[config.mk]
export PLATFORM = sky130hd
export DESIGN_NAME = battery_soc_kalman_estimator_core_flat
export DESIGN_NICKNAME = d
export VERILOG_FILES = /design/src/rtl/bsk_pkg.sv /design/src/rtl/bsk_if.sv /design/src/rtl/bsk_div.sv /design/src/rtl/bsk_mul.sv /design/src/rtl/battery_soc_kalman_estimator_core.sv /design/src/flat_wrapper.sv
export SDC_FILE = /design/constraint.sdc
export NUM_CORES = 2
export LEC_CHECK = 0
export BUFFER_PORTS_ARGS = -buffer_cell sky130_fd_sc_hd__clkbuf_2
export CORE_ASPECT_RATIO = 1.2
export CORE_UTILIZATION = 51
export CTS_BUF_LIST = sky130_fd_sc_hd__clkbuf_8
export DETAILED_ROUTE_END_ITERATION = 6
export HOLD_SLACK_MARGIN = 0.06
export PLACE_DENSITY_LB_ADDON = 0.2
export SETUP_SLACK_MARGIN = 0.5
export SYNTH_ARGS = -nofsm -noshare
export SYNTH_HDL_FRONTEND = slang
export SYNTH_SLANG_ARGS = --single-unit
[constraint.sdc]
create_clock -name clk -period 24.4 [get_ports clk]
set_clock_uncertainty 0.1 [all_clocks]
set_input_delay 1.22 -clock clk [delete_from_list [all_inputs] [get_ports clk]]
set_output_delay 1.22 -clock clk [all_outputs]
set_load 0.02 [all_outputs]
[src/rtl/bsk_pkg.sv]
// Package for the battery SOC Kalman estimator: shared widths, constants,
// the sequencer state type and the control structs for the serial units.
// No dependencies.
package bsk_pkg;

	// Fixed-point formats.
	localparam int SOC_FRAC_BITS = 16;
	localparam int SOC_W         = SOC_FRAC_BITS + 1;
	localparam int SOCP_W        = 34;

	// Serial divider and multiplier sizes.
	localparam int DIV_NUM_W = 64;
	localparam int DIV_DEN_W = 40;
	localparam int DIV_CNT_W = 7;
	localparam int MUL_A_W   = 33;
	localparam int MUL_B_W   = 32;
	localparam int MUL_P_W   = MUL_A_W + MUL_B_W;
	localparam int MUL_CNT_W = 6;

	// Model constants.
	localparam logic [11:0] OCV_BASE_MV   = 12'd3000;
	localparam logic [9:0]  OCV_SLOPE_MV  = 10'd500;
	localparam logic [21:0] MS_PER_HOUR_K = 22'd3600000;
	localparam logic [9:0]  MILLI_DIV     = 10'd1000;

	// Configuration register indexes.
	typedef enum logic [2:0] {
		REG_PROC_VAR = 3'd0,
		REG_OBS_VAR  = 3'd1,
		REG_INIT_SOC = 3'd2,
		REG_INIT_COV = 3'd3,
		REG_PERIOD   = 3'd4,
		REG_CAPACITY = 3'd5,
		REG_RESIST   = 3'd6
	} bsk_reg_t;

	// Sequencer states, one-hot.
	typedef enum logic [8:0] {
		S_IDLE   = 9'b000000001,
		S_DELTA  = 9'b000000010,
		S_IR     = 9'b000000100,
		S_INNOV  = 9'b000001000,
		S_GAIN   = 9'b000010000,
		S_CMUL   = 9'b000100000,
		S_CDIV   = 9'b001000000,
		S_PMUL   = 9'b010000000,
		S_FINISH = 9'b100000000
	} bsk_state_t;

	// Request to the serial divider.
	typedef struct packed {
		logic                 start;
		logic [DIV_CNT_W-1:0] iters;
	} bsk_div_ctl_t;

	// Status of a serial unit.
	typedef struct packed {
		logic busy;
		logic done;
	} bsk_unit_sts_t;

endpackage

[src/rtl/bsk_if.sv]
// Valid/ready channel interfaces for the estimator's sample and result words.
// No dependencies.
interface bsk_in_if;
	logic               valid;
	logic               ready;
	logic signed [15:0] current_ma;
	logic [15:0]        voltage_mv;

	modport source(output valid, output current_ma, output voltage_mv, input ready);
	modport sink(input valid, input current_ma, input voltage_mv, output ready);
endinterface

interface bsk_out_if;
	logic               valid;
	logic               ready;
	logic [16:0]        estimated_soc;
	logic [31:0]        estimated_cov;
	logic signed [17:0] innovation_mv;
	logic               soc_clamped;

	modport source(output valid, output estimated_soc, output estimated_cov,
		output innovation_mv, output soc_clamped, input ready);
	modport sink(input valid, input estimated_soc, input estimated_cov,
		input innovation_mv, input soc_clamped, output ready);
endinterface

[src/rtl/bsk_div.sv]
// Bit-serial restoring divider, one quotient bit per cycle.
// Depends on bsk_pkg.
module bsk_div (
	input  logic                           clk,
	input  logic                           arst_n,
	input  bsk_pkg::bsk_div_ctl_t          ctl,
	input  logic [bsk_pkg::DIV_NUM_W-1:0]  num,
	input  logic [bsk_pkg::DIV_DEN_W-1:0]  den,
	output bsk_pkg::bsk_unit_sts_t         sts,
	output logic [bsk_pkg::DIV_NUM_W-1:0]  quo
);
	import bsk_pkg::*;

	logic [DIV_CNT_W-1:0] cnt_q;
	logic                 run_q;
	logic                 done_q;
	logic [DIV_NUM_W-1:0] num_q;
	logic [DIV_NUM_W-1:0] quo_q;
	logic [DIV_DEN_W-1:0] den_q;
	logic [DIV_DEN_W-1:0] rem_q;
	logic [DIV_DEN_W:0]   trial;
	logic                 fits;

	// Bring down the next numerator bit and try the subtraction.
	assign trial = {rem_q, num_q[DIV_NUM_W-1]};
	assign fits  = trial >= {1'b0, den_q};

	// Sequencing of the iterations.
	always_ff @(posedge clk or negedge arst_n) begin
		if (!arst_n) begin
			cnt_q  <= '0;
			run_q  <= 1'b0;
			done_q <= 1'b0;
		end else begin
			done_q <= 1'b0;
			if (ctl.start) begin
				cnt_q <= ctl.iters;
				run_q <= 1'b1;
			end else if (run_q) begin
				cnt_q <= cnt_q - 1'b1;
				if (cnt_q == DIV_CNT_W'(1)) begin
					run_q  <= 1'b0;
					done_q <= 1'b1;
				end
			end
		end
	end

	// Datapath: numerator shifts out, quotient shifts in.
	always_ff @(posedge clk) begin
		if (ctl.start) begin
			num_q <= num;
			den_q <= den;
			rem_q <= '0;
			quo_q <= '0;
		end else if (run_q) begin
			num_q <= {num_q[DIV_NUM_W-2:0], 1'b0};
			rem_q <= fits ? DIV_DEN_W'(trial - {1'b0, den_q}) : trial[DIV_DEN_W-1:0];
			quo_q <= {quo_q[DIV_NUM_W-2:0], fits};
		end
	end

	assign sts.busy = run_q;
	assign sts.done = done_q;
	assign quo      = quo_q;

endmodule

[src/rtl/bsk_mul.sv]
// Bit-serial shift-add multiplier, one multiplier bit per cycle.
// Depends on bsk_pkg.
module bsk_mul (
	input  logic                          clk,
	input  logic                          arst_n,
	input  logic                          start,
	input  logic [bsk_pkg::MUL_A_W-1:0]   a,
	input  logic [bsk_pkg::MUL_B_W-1:0]   b,
	output bsk_pkg::bsk_unit_sts_t        sts,
	output logic [bsk_pkg::MUL_P_W-1:0]   prod
);
	import bsk_pkg::*;

	logic [MUL_CNT_W-1:0] cnt_q;
	logic                 run_q;
	logic                 done_q;
	logic [MUL_A_W-1:0]   a_q;
	logic [MUL_A_W-1:0]   hi_q;
	logic [MUL_B_W-1:0]   lo_q;
	logic [MUL_A_W:0]     sum;

	// Add the multiplicand when the low bit is set.
	assign sum = {1'b0, hi_q} + {1'b0, (lo_q[0] ? a_q : {MUL_A_W{1'b0}})};

	// Sequencing over all multiplier bits.
	always_ff @(posedge clk or negedge arst_n) begin
		if (!arst_n) begin
			cnt_q  <= '0;
			run_q  <= 1'b0;
			done_q <= 1'b0;
		end else begin
			done_q <= 1'b0;
			if (start) begin
				cnt_q <= MUL_CNT_W'(MUL_B_W - 1);
				run_q <= 1'b1;
			end else if (run_q) begin
				cnt_q <= cnt_q - 1'b1;
				if (cnt_q == '0) begin
					run_q  <= 1'b0;
					done_q <= 1'b1;
				end
			end
		end
	end

	// Product register shifts right as partial sums come in.
	always_ff @(posedge clk) begin
		if (start) begin
			a_q  <= a;
			hi_q <= '0;
			lo_q <= b;
		end else if (run_q) begin
			hi_q <= sum[MUL_A_W:1];
			lo_q <= {sum[0], lo_q[MUL_B_W-1:1]};
		end
	end

	assign sts.busy = run_q;
	assign sts.done = done_q;
	assign prod     = {hi_q, lo_q};

endmodule

[src/rtl/battery_soc_kalman_estimator_core.sv]
// Scalar Kalman SOC estimator: one current/voltage sample in, one estimate out.
// Each sample runs divisions of 48, 32, 64 and 50 bits and two 32-bit multiplies, on one
// serial divider and one serial multiplier. A zero capacity skips the 48-bit division; a zero
// predicted covariance together with a zero observation variance skips the 64-bit division.
// One word is in work at a time: a new sample is taken only after the last result is registered.
// Reset loads the configuration defaults and the state from them; no clearing pass.
module battery_soc_kalman_estimator_core (
	input  logic        clk,
	input  logic        arst_n,
	bsk_in_if.sink      in_ch,
	bsk_out_if.source   out_ch,
	input  logic        cfg_we,
	input  logic [2:0]  cfg_index,
	input  logic [31:0] cfg_wdata
);
	import bsk_pkg::*;

	// Configuration and filter state.
	logic [31:0]      proc_var_q, obs_var_q, init_cov_q, cov_q;
	logic [SOC_W-1:0] init_soc_q, soc_q;
	logic [15:0]      period_q, capacity_q, resist_q;

	bsk_state_t state_q;
	logic       go_q;

	// Per-sample working registers.
	logic                     neg_q;
	logic [15:0]              volt_q;
	logic [31:0]              mdt_q, mrm_q, pp_q;
	logic [37:0]              den_q;
	logic signed [SOCP_W-1:0] socp_q;
	logic [23:0]              ir_q;
	logic [17:0]              y_q;
	logic [34:0]              s4_q;
	logic [MUL_A_W-1:0]       g_q;
	logic [SOC_W-1:0]         soc_n_q;
	logic                     clamp_q;
	logic [31:0]              pnew_q;

	// Result word registers.
	logic             out_valid_q;
	logic [SOC_W-1:0] out_soc_q;
	logic [31:0]      out_cov_q;
	logic [17:0]      out_y_q;
	logic             out_clamp_q;

	logic        accept, finish;
	logic [15:0] abs_cur;
	logic [32:0] pp_sum;

	bsk_div_ctl_t             div_ctl;
	bsk_unit_sts_t            div_sts, mul_sts;
	logic [DIV_NUM_W-1:0]     div_num, div_quo;
	logic [DIV_DEN_W-1:0]     div_den;
	logic                     mul_start;
	logic [MUL_A_W-1:0]       mul_a;
	logic [MUL_B_W-1:0]       mul_b;
	logic [MUL_P_W-1:0]       mul_prod;

	logic [43:0]              slope, slope_mag, slope_rnd, pred, y_full;
	logic [17:0]              y_sat, y_mag;
	logic [34:0]              s4;
	logic [SOCP_W-1:0]        soc_sum;
	logic [MUL_P_W:0]         p_rnd;
	logic [49:0]              corr_num;
	logic [47:0]              delta_num;

	assign accept = in_ch.valid && in_ch.ready;
	assign finish = (state_q == S_FINISH) && (!out_valid_q || out_ch.ready);
	assign in_ch.ready = (state_q == S_IDLE);

	// Sample-time products and predicted covariance.
	assign abs_cur = in_ch.current_ma[15] ? 16'(-in_ch.current_ma) : in_ch.current_ma;
	assign pp_sum  = {1'b0, cov_q} + {1'b0, proc_var_q};

	// Innovation: measured minus 3000 + round(500*socp/2^F) + IR drop.
	assign slope     = 44'({{(44 - SOCP_W){socp_q[SOCP_W-1]}}, socp_q} * 44'd500);
	assign slope_mag = slope[43] ? 44'(-slope) : slope;
	assign slope_rnd = 44'((slope_mag + (44'd1 << (SOC_FRAC_BITS - 1))) >> SOC_FRAC_BITS);
	assign pred      = 44'({32'd0, OCV_BASE_MV})
		+ (slope[43] ? 44'(-slope_rnd) : slope_rnd)
		+ {{20{ir_q[23]}}, ir_q};
	assign y_full    = {28'd0, volt_q} - pred;

	always_comb begin
		if ($signed(y_full) > 44'sd131071) begin
			y_sat = 18'h1FFFF;
		end else if ($signed(y_full) < -44'sd131072) begin
			y_sat = 18'h20000;
		end else begin
			y_sat = y_full[17:0];
		end
	end

	assign s4    = {3'd0, pp_q} + {1'b0, obs_var_q, 2'b00};
	assign y_mag = y_q[17] ? 18'(-y_q) : y_q;

	// Divider operands for each division step, numerators left-aligned.
	assign delta_num = {mdt_q, 16'd0} + {11'd0, den_q[37:1]};
	assign corr_num  = mul_prod[49:0] + (50'd250 << (32 - SOC_FRAC_BITS));

	always_comb begin
		div_num     = '0;
		div_den     = '0;
		div_ctl     = '0;
		div_ctl.start = go_q && (state_q == S_DELTA || state_q == S_IR
			|| state_q == S_GAIN || state_q == S_CDIV);
		case (state_q)
			S_DELTA: begin
				div_num       = {delta_num, 16'd0};
				div_den       = {2'd0, den_q};
				div_ctl.iters = DIV_CNT_W'(48);
			end
			S_IR: begin
				div_num       = {mrm_q + 32'd500, 32'd0};
				div_den       = {30'd0, MILLI_DIV};
				div_ctl.iters = DIV_CNT_W'(32);
			end
			S_GAIN: begin
				div_num       = {pp_q, 32'd0};
				div_den       = {5'd0, s4_q};
				div_ctl.iters = DIV_CNT_W'(64);
			end
			S_CDIV: begin
				div_num       = {corr_num, 14'd0};
				div_den       = DIV_DEN_W'({30'd0, OCV_SLOPE_MV} << (32 - SOC_FRAC_BITS));
				div_ctl.iters = DIV_CNT_W'(50);
			end
			default: begin
				div_ctl.iters = '0;
			end
		endcase
	end

	// Multiplier operands: gain times innovation, then (1 - gain) times covariance.
	assign mul_start = go_q && (state_q == S_CMUL || state_q == S_PMUL);
	assign mul_a     = (state_q == S_PMUL) ? 33'(34'h1_0000_0000 - {1'b0, g_q}) : g_q;
	assign mul_b     = (state_q == S_PMUL) ? pp_q : {14'd0, y_mag};

	// Corrected SOC before the clamp, and rounded new covariance.
	assign soc_sum = y_q[17] ? socp_q - {2'd0, div_quo[31:0]}
		: socp_q + {2'd0, div_quo[31:0]};
	assign p_rnd   = {1'b0, mul_prod} + (66'd1 << 31);

	bsk_div u_div (
		.clk(clk), .arst_n(arst_n), .ctl(div_ctl), .num(div_num), .den(div_den),
		.sts(div_sts), .quo(div_quo)
	);

	bsk_mul u_mul (
		.clk(clk), .arst_n(arst_n), .start(mul_start), .a(mul_a), .b(mul_b),
		.sts(mul_sts), .prod(mul_prod)
	);

	// Sequencer.
	always_ff @(posedge clk or negedge arst_n) begin
		if (!arst_n) begin
			state_q <= S_IDLE;
			go_q    <= 1'b0;
		end else begin
			go_q <= 1'b0;
			case (state_q)
				S_IDLE: begin
					if (accept) begin
						state_q <= (capacity_q != 16'd0) ? S_DELTA : S_IR;
						go_q    <= 1'b1;
					end
				end
				S_DELTA: begin
					if (div_sts.done) begin
						state_q <= S_IR;
						go_q    <= 1'b1;
					end
				end
				S_IR: begin
					if (div_sts.done) begin
						state_q <= S_INNOV;
					end
				end
				S_INNOV: begin
					state_q <= (s4 != 35'd0) ? S_GAIN : S_CMUL;
					go_q    <= 1'b1;
				end
				S_GAIN: begin
					if (div_sts.done) begin
						state_q <= S_CMUL;
						go_q    <= 1'b1;
					end
				end
				S_CMUL: begin
					if (mul_sts.done) begin
						state_q <= S_CDIV;
						go_q    <= 1'b1;
					end
				end
				S_CDIV: begin
					if (div_sts.done) begin
						state_q <= S_PMUL;
						go_q    <= 1'b1;
					end
				end
				S_PMUL: begin
					if (mul_sts.done) begin
						state_q <= S_FINISH;
					end
				end
				S_FINISH: begin
					if (finish) begin
						state_q <= S_IDLE;
					end
				end
				default: begin
					state_q <= S_IDLE;
				end
			endcase
		end
	end

	// Working registers loaded along the sequence.
	always_ff @(posedge clk) begin
		if (accept) begin
			neg_q  <= in_ch.current_ma[15];
			volt_q <= in_ch.voltage_mv;
			mdt_q  <= abs_cur * period_q;
			mrm_q  <= abs_cur * resist_q;
			den_q  <= MS_PER_HOUR_K * capacity_q;
			pp_q   <= pp_sum[32] ? 32'hFFFF_FFFF : pp_sum[31:0];
			socp_q <= $signed({{(SOCP_W - SOC_W){1'b0}}, soc_q});
		end
		if (state_q == S_DELTA && div_sts.done) begin
			socp_q <= neg_q ? socp_q - {2'd0, div_quo[31:0]}
				: socp_q + {2'd0, div_quo[31:0]};
		end
		if (state_q == S_IR && div_sts.done) begin
			ir_q <= neg_q ? 24'(-div_quo[23:0]) : div_quo[23:0];
		end
		if (state_q == S_INNOV) begin
			y_q  <= y_sat;
			s4_q <= s4;
			g_q  <= '0;
		end
		if (state_q == S_GAIN && div_sts.done) begin
			g_q <= div_quo[MUL_A_W-1:0];
		end
		if (state_q == S_CDIV && div_sts.done) begin
			if (soc_sum[SOCP_W-1]) begin
				soc_n_q <= '0;
				clamp_q <= 1'b1;
			end else if (soc_sum > SOCP_W'(1 << SOC_FRAC_BITS)) begin
				soc_n_q <= SOC_W'(1 << SOC_FRAC_BITS);
				clamp_q <= 1'b1;
			end else begin
				soc_n_q <= soc_sum[SOC_W-1:0];
				clamp_q <= 1'b0;
			end
		end
		if (state_q == S_PMUL && mul_sts.done) begin
			pnew_q <= p_rnd[63:32];
		end
		if (finish) begin
			out_soc_q   <= soc_n_q;
			out_cov_q   <= pnew_q;
			out_y_q     <= y_q;
			out_clamp_q <= clamp_q;
		end
	end

	// Configuration registers and filter state; writing an initial value reloads both.
	always_ff @(posedge clk or negedge arst_n) begin
		if (!arst_n) begin
			proc_var_q <= 32'd1678;
			obs_var_q  <= 32'd41943;
			init_soc_q <= SOC_W'(32768);
			init_cov_q <= 32'd1677722;
			period_q   <= 16'd1000;
			capacity_q <= 16'd5000;
			resist_q   <= 16'd50;
			soc_q      <= SOC_W'(32768);
			cov_q      <= 32'd1677722;
		end else if (finish) begin
			soc_q <= soc_n_q;
			cov_q <= pnew_q;
		end else if (cfg_we) begin
			case (cfg_index)
				REG_PROC_VAR: proc_var_q <= cfg_wdata;
				REG_OBS_VAR:  obs_var_q  <= cfg_wdata;
				REG_INIT_SOC: begin
					init_soc_q <= cfg_wdata[SOC_W-1:0];
					soc_q      <= cfg_wdata[SOC_W-1:0];
					cov_q      <= init_cov_q;
				end
				REG_INIT_COV: begin
					init_cov_q <= cfg_wdata;
					soc_q      <= init_soc_q;
					cov_q      <= cfg_wdata;
				end
				REG_PERIOD:   period_q   <= cfg_wdata[15:0];
				REG_CAPACITY: capacity_q <= cfg_wdata[15:0];
				REG_RESIST:   resist_q   <= cfg_wdata[15:0];
				default: begin
				end
			endcase
		end
	end

	// Output word valid flag.
	always_ff @(posedge clk or negedge arst_n) begin
		if (!arst_n) begin
			out_valid_q <= 1'b0;
		end else if (finish) begin
			out_valid_q <= 1'b1;
		end else if (out_ch.ready) begin
			out_valid_q <= 1'b0;
		end
	end

	assign out_ch.valid         = out_valid_q;
	assign out_ch.estimated_soc = out_soc_q;
	assign out_ch.estimated_cov = out_cov_q;
	assign out_ch.innovation_mv = out_y_q;
	assign out_ch.soc_clamped   = out_clamp_q;

	// A new result word only appears after the finishing step.
	a_out_from_finish: assert property (@(posedge clk) disable iff (!arst_n)
		$rose(out_valid_q) |-> $past(state_q == S_FINISH))
		else $error("result word appeared outside the finishing step");

	// An accepted sample always starts the sequence.
	a_accept_starts: assert property (@(posedge clk) disable iff (!arst_n)
		accept |=> (state_q == S_DELTA || state_q == S_IR) && go_q)
		else $error("accepted sample did not start the sequence");

	// The divider is never restarted while it is still iterating.
	a_div_no_overlap: assert property (@(posedge clk) disable iff (!arst_n)
		div_ctl.start |-> !div_sts.busy)
		else $error("divider started while busy");

	// The multiplier is never restarted while it is still iterating.
	a_mul_no_overlap: assert property (@(posedge clk) disable iff (!arst_n)
		mul_start |-> !mul_sts.busy)
		else $error("multiplier started while busy");

endmodule

[src/flat_wrapper.sv]
// flat-port wrapper written by rule: the top's interface ports become plain ports
module battery_soc_kalman_estimator_core_flat import bsk_pkg::*;
  (clk, arst_n, cfg_we, cfg_index, cfg_wdata, in_ch_valid, in_ch_current_ma, in_ch_voltage_mv, in_ch_ready, out_ch_valid, out_ch_estimated_soc, out_ch_estimated_cov, out_ch_innovation_mv, out_ch_soc_clamped, out_ch_ready);
  bsk_in_if in_ch_i ();
  bsk_out_if out_ch_i ();
  input  logic clk;
  input  logic arst_n;
  input  logic cfg_we;
  input  logic [2:0] cfg_index;
  input  logic [31:0] cfg_wdata;
  input wire logic [$bits(in_ch_i.valid)-1:0] in_ch_valid;
  input wire logic [$bits(in_ch_i.current_ma)-1:0] in_ch_current_ma;
  input wire logic [$bits(in_ch_i.voltage_mv)-1:0] in_ch_voltage_mv;
  output wire logic [$bits(in_ch_i.ready)-1:0] in_ch_ready;
  output wire logic [$bits(out_ch_i.valid)-1:0] out_ch_valid;
  output wire logic [$bits(out_ch_i.estimated_soc)-1:0] out_ch_estimated_soc;
  output wire logic [$bits(out_ch_i.estimated_cov)-1:0] out_ch_estimated_cov;
  output wire logic [$bits(out_ch_i.innovation_mv)-1:0] out_ch_innovation_mv;
  output wire logic [$bits(out_ch_i.soc_clamped)-1:0] out_ch_soc_clamped;
  input wire logic [$bits(out_ch_i.ready)-1:0] out_ch_ready;
  assign in_ch_i.valid = in_ch_valid;
  assign in_ch_i.current_ma = in_ch_current_ma;
  assign in_ch_i.voltage_mv = in_ch_voltage_mv;
  assign in_ch_ready = in_ch_i.ready;
  assign out_ch_valid = out_ch_i.valid;
  assign out_ch_estimated_soc = out_ch_i.estimated_soc;
  assign out_ch_estimated_cov = out_ch_i.estimated_cov;
  assign out_ch_innovation_mv = out_ch_i.innovation_mv;
  assign out_ch_soc_clamped = out_ch_i.soc_clamped;
  assign out_ch_i.ready = out_ch_ready;
  battery_soc_kalman_estimator_core u_core (.clk(clk), .arst_n(arst_n), .in_ch(in_ch_i), .out_ch(out_ch_i), .cfg_we(cfg_we), .cfg_index(cfg_index), .cfg_wdata(cfg_wdata));
endmodule
==> flow_summary.toml <==
[place]
globalplace.congestion = 0.954
post-place-ws_ns = 9.72
placement.io_buffers = 141
dp_hpwl_mm = 184
placed_area_um2 = 85700

[synth]
ys_ff_latch = 903
yosysSeqAreaShare = 0.301
synth_area_um2 = 82900
synth_ff_type = "edfxtp_1"
yosys.area.top_type = "edfxtp_1"
syn_inst = 8630
synthArstFlopShare = 0.264
synth_warnings = 0
yosysMostFrequentCell = "inv_1"
ys_top_cells_by_count = "inv_1, nand2_1, ha_1"
synth-edff-count = 559
syn_nets = 10100
synthTopCellsByArea = "edfxtp_1, fa_1, ha_1"
ys_types = 116
syn_avg_cell_area_um2 = 9.61
synth_top_area_share = 0.202

[sta]
slew-limit-headroom = 0.212
hold_viol = 0
rsz0062_at_grt = "false"
finalCriticalPeriod_ns = 14.81
report.final.slew_viol_count = 0
post-route-period-util = 0.607
fin_ws_ns = 9.59
setup_viol = 0
setup_tns_ns = 0
fmax_ghz = 0.0675
worst_pin_slew_ns = 1.18

[worst_setup_path]
end_kind = "register"
cp-start-kind = "register"
cpPeakStageDelay_ns = 0.71
rr_worst_depth = 52
crit_slowest_cell = "nor4bb_1"
worst_path_most_repeated_cell = "ha_1"
critPathRequiredTime_ns = 24.94
reg2reg_slack_ns = 9.59
worst-setup-path-type = "register to register"
rr_startpoint = "u_core.socp_q[6]"
critPathArrivalTime_ns = 15.35
crit_fanout = 19
r2r_end = "u_core.y_q[6]"

[floorplan]
core_area_um2 = 161000
io_pins = 142
die_y_um = 444
die_area_um2 = 164000
start_util = 0.515
die_w_um = 370
num_rows = 161

[global_routing]
grt_pass1_wl_mm = 370
grt_pass1_vias = 63900
grt_max_degree = 88
grt_overflow = 0
grt_util_all_layers = 0.294
antenna_found_initial = 17

[cells_and_area]
stdcell_area_um2 = 89000
syn2layout_area_growth_pct = 7.30
drive_gt1_frac = 0.0883
nets = 10100
postLayoutCoreUtil = 0.553

[clock_tree]
h-tree-depth = 4
cts_sinks = 903
cts_hold_buf = 1
clk_latency_ns = 0.95
post_cts_buffers = 0
cts_resized = 0
cts_buffers = 155
cts_root_buffer = "clkbuf_8"
cts_buffer_depth = 3
cts.clk_slew.worst_paths_ns = 0.08
cts_tree = "done"

[drt]
wire_per_inst_um = 21.9
drc = 0
drt_iter0_drc = 4706
finalWirelength_mm = 239
via_per_inst = 5.79
vias = 63200
drtAntennaViolNets = 0
drt-pass1-iter-count = 6

[status]
status = "completed"

[hold_path]
hold_depth = 0
hold_path.class = "register to register"
hold_start = "u_core.clamp_q"
min_to = "u_core.out_ch.soc_clamped"

[flow_run]
drv_cap = 0
==> layout by cell type, fill, tap and decap left out, drive strengths merged, types with 311 or more instances in the layout <==
| cell type | Yosys | final |
|---|---|---|
| inv | 1098 | 1139 |
| nand2 | 873 | 873 |
| ha | 755 | 755 |
| fa | 657 | 657 |
| nor2 | 564 | 564 |
| edfxtp | 559 | 559 |
| a21oi | 451 | 451 |
| xnor2 | 402 | 402 |
| o21ai | 349 | 349 |
| clkbuf | 280 | 311 |
==> worst max-delay path: cells and delay by family (launching register included) <==
kind	cells	cell delay, ns
and+or+nand+nor	20	5.28
AOI/OAI and AO/OA	14	3.65
xor gates and xnor gates	3	0.39
muxes	1	0.16
DFF	1	0.48
adders and majority gates	9	3.74
buffers and inverters	5	0.70
==> per-layer routing <==
metal | vias up | wire, µm | global-route usage
li1 | 29400 | - | -
met1 | 31200 | 99200 | 0.377
met2 | 2008 | 111000 | 0.480
met3 | 515 | 15000 | 0.0464
met4 | 6 | 13800 | 0.152
met5 | - | 41 | 0
==> worst max-delay path by stage <==
stage / start / end / slack (ns) / cells after the start
floorplan: u_core.socp_q[1] / u_core.y_q[10] / 11.27 / 54
global placement: u_core.socp_q[1] / u_core.y_q[0] / 9.99 / 52
detailed placement: u_core.socp_q[6] / u_core.y_q[5] / 9.72 / 52
CTS: u_core.socp_q[1] / u_core.y_q[6] / 9.65 / 52
global route: u_core.socp_q[1] / u_core.y_q[10] / 8.55 / 52
finish: u_core.socp_q[6] / u_core.y_q[6] / 9.59 / 52
==> flip-flops by register name, indices dropped and copies added, names as in the netlist, 33 cells and up <==
signal	count
u_core.g_q	33
u_core.s4_q	35
u_core.socp_q	34
u_core.u_div.den_q	38
u_core.u_div.num_q	50
u_core.u_div.quo	33
u_core.u_div.rem_q	40
u_core.u_mul.a_q	33
u_core.u_mul.hi_q	33
==> final cells by class <==
| cell class | instances | area (µm²) |
|---|---|---|
| Timing Repair Buffer | 211 | 1240 |
| Tap cell | 2119 | 2650 |
| Sequential cell | 903 | 24900 |
| Fill cell | 14300 | 72000 |
| Clock buffer | 171 | 2350 |
| Multi-Input combinational cell | 6289 | 52700 |
| Antenna cell | 8 | 20.0 |
| Clock inverter | 118 | 935 |
| Inverter | 1099 | 4140 |
==> per-stage QoR <==
step	std cells	hold slack [ns]
global placement	10600	0.327
detailed placement	10600	0.319
CTS	10900	0.262
floorplan	8630	0.300
global route	10900	0.314
finish	10900	0.340
==> kinds of logic after synthesis <==
kind of cell    synth area share
fa+ha+maj                  0.273
flops                      0.301
xor+xnor                  0.0633
buf+inv                   0.0657
simple gates               0.140
compound gates             0.122
mux                       0.0361
Power is left out: the tool's default activity adds up to more than one toggle a clock period on the data nets, which glitch-free logic cannot reach.
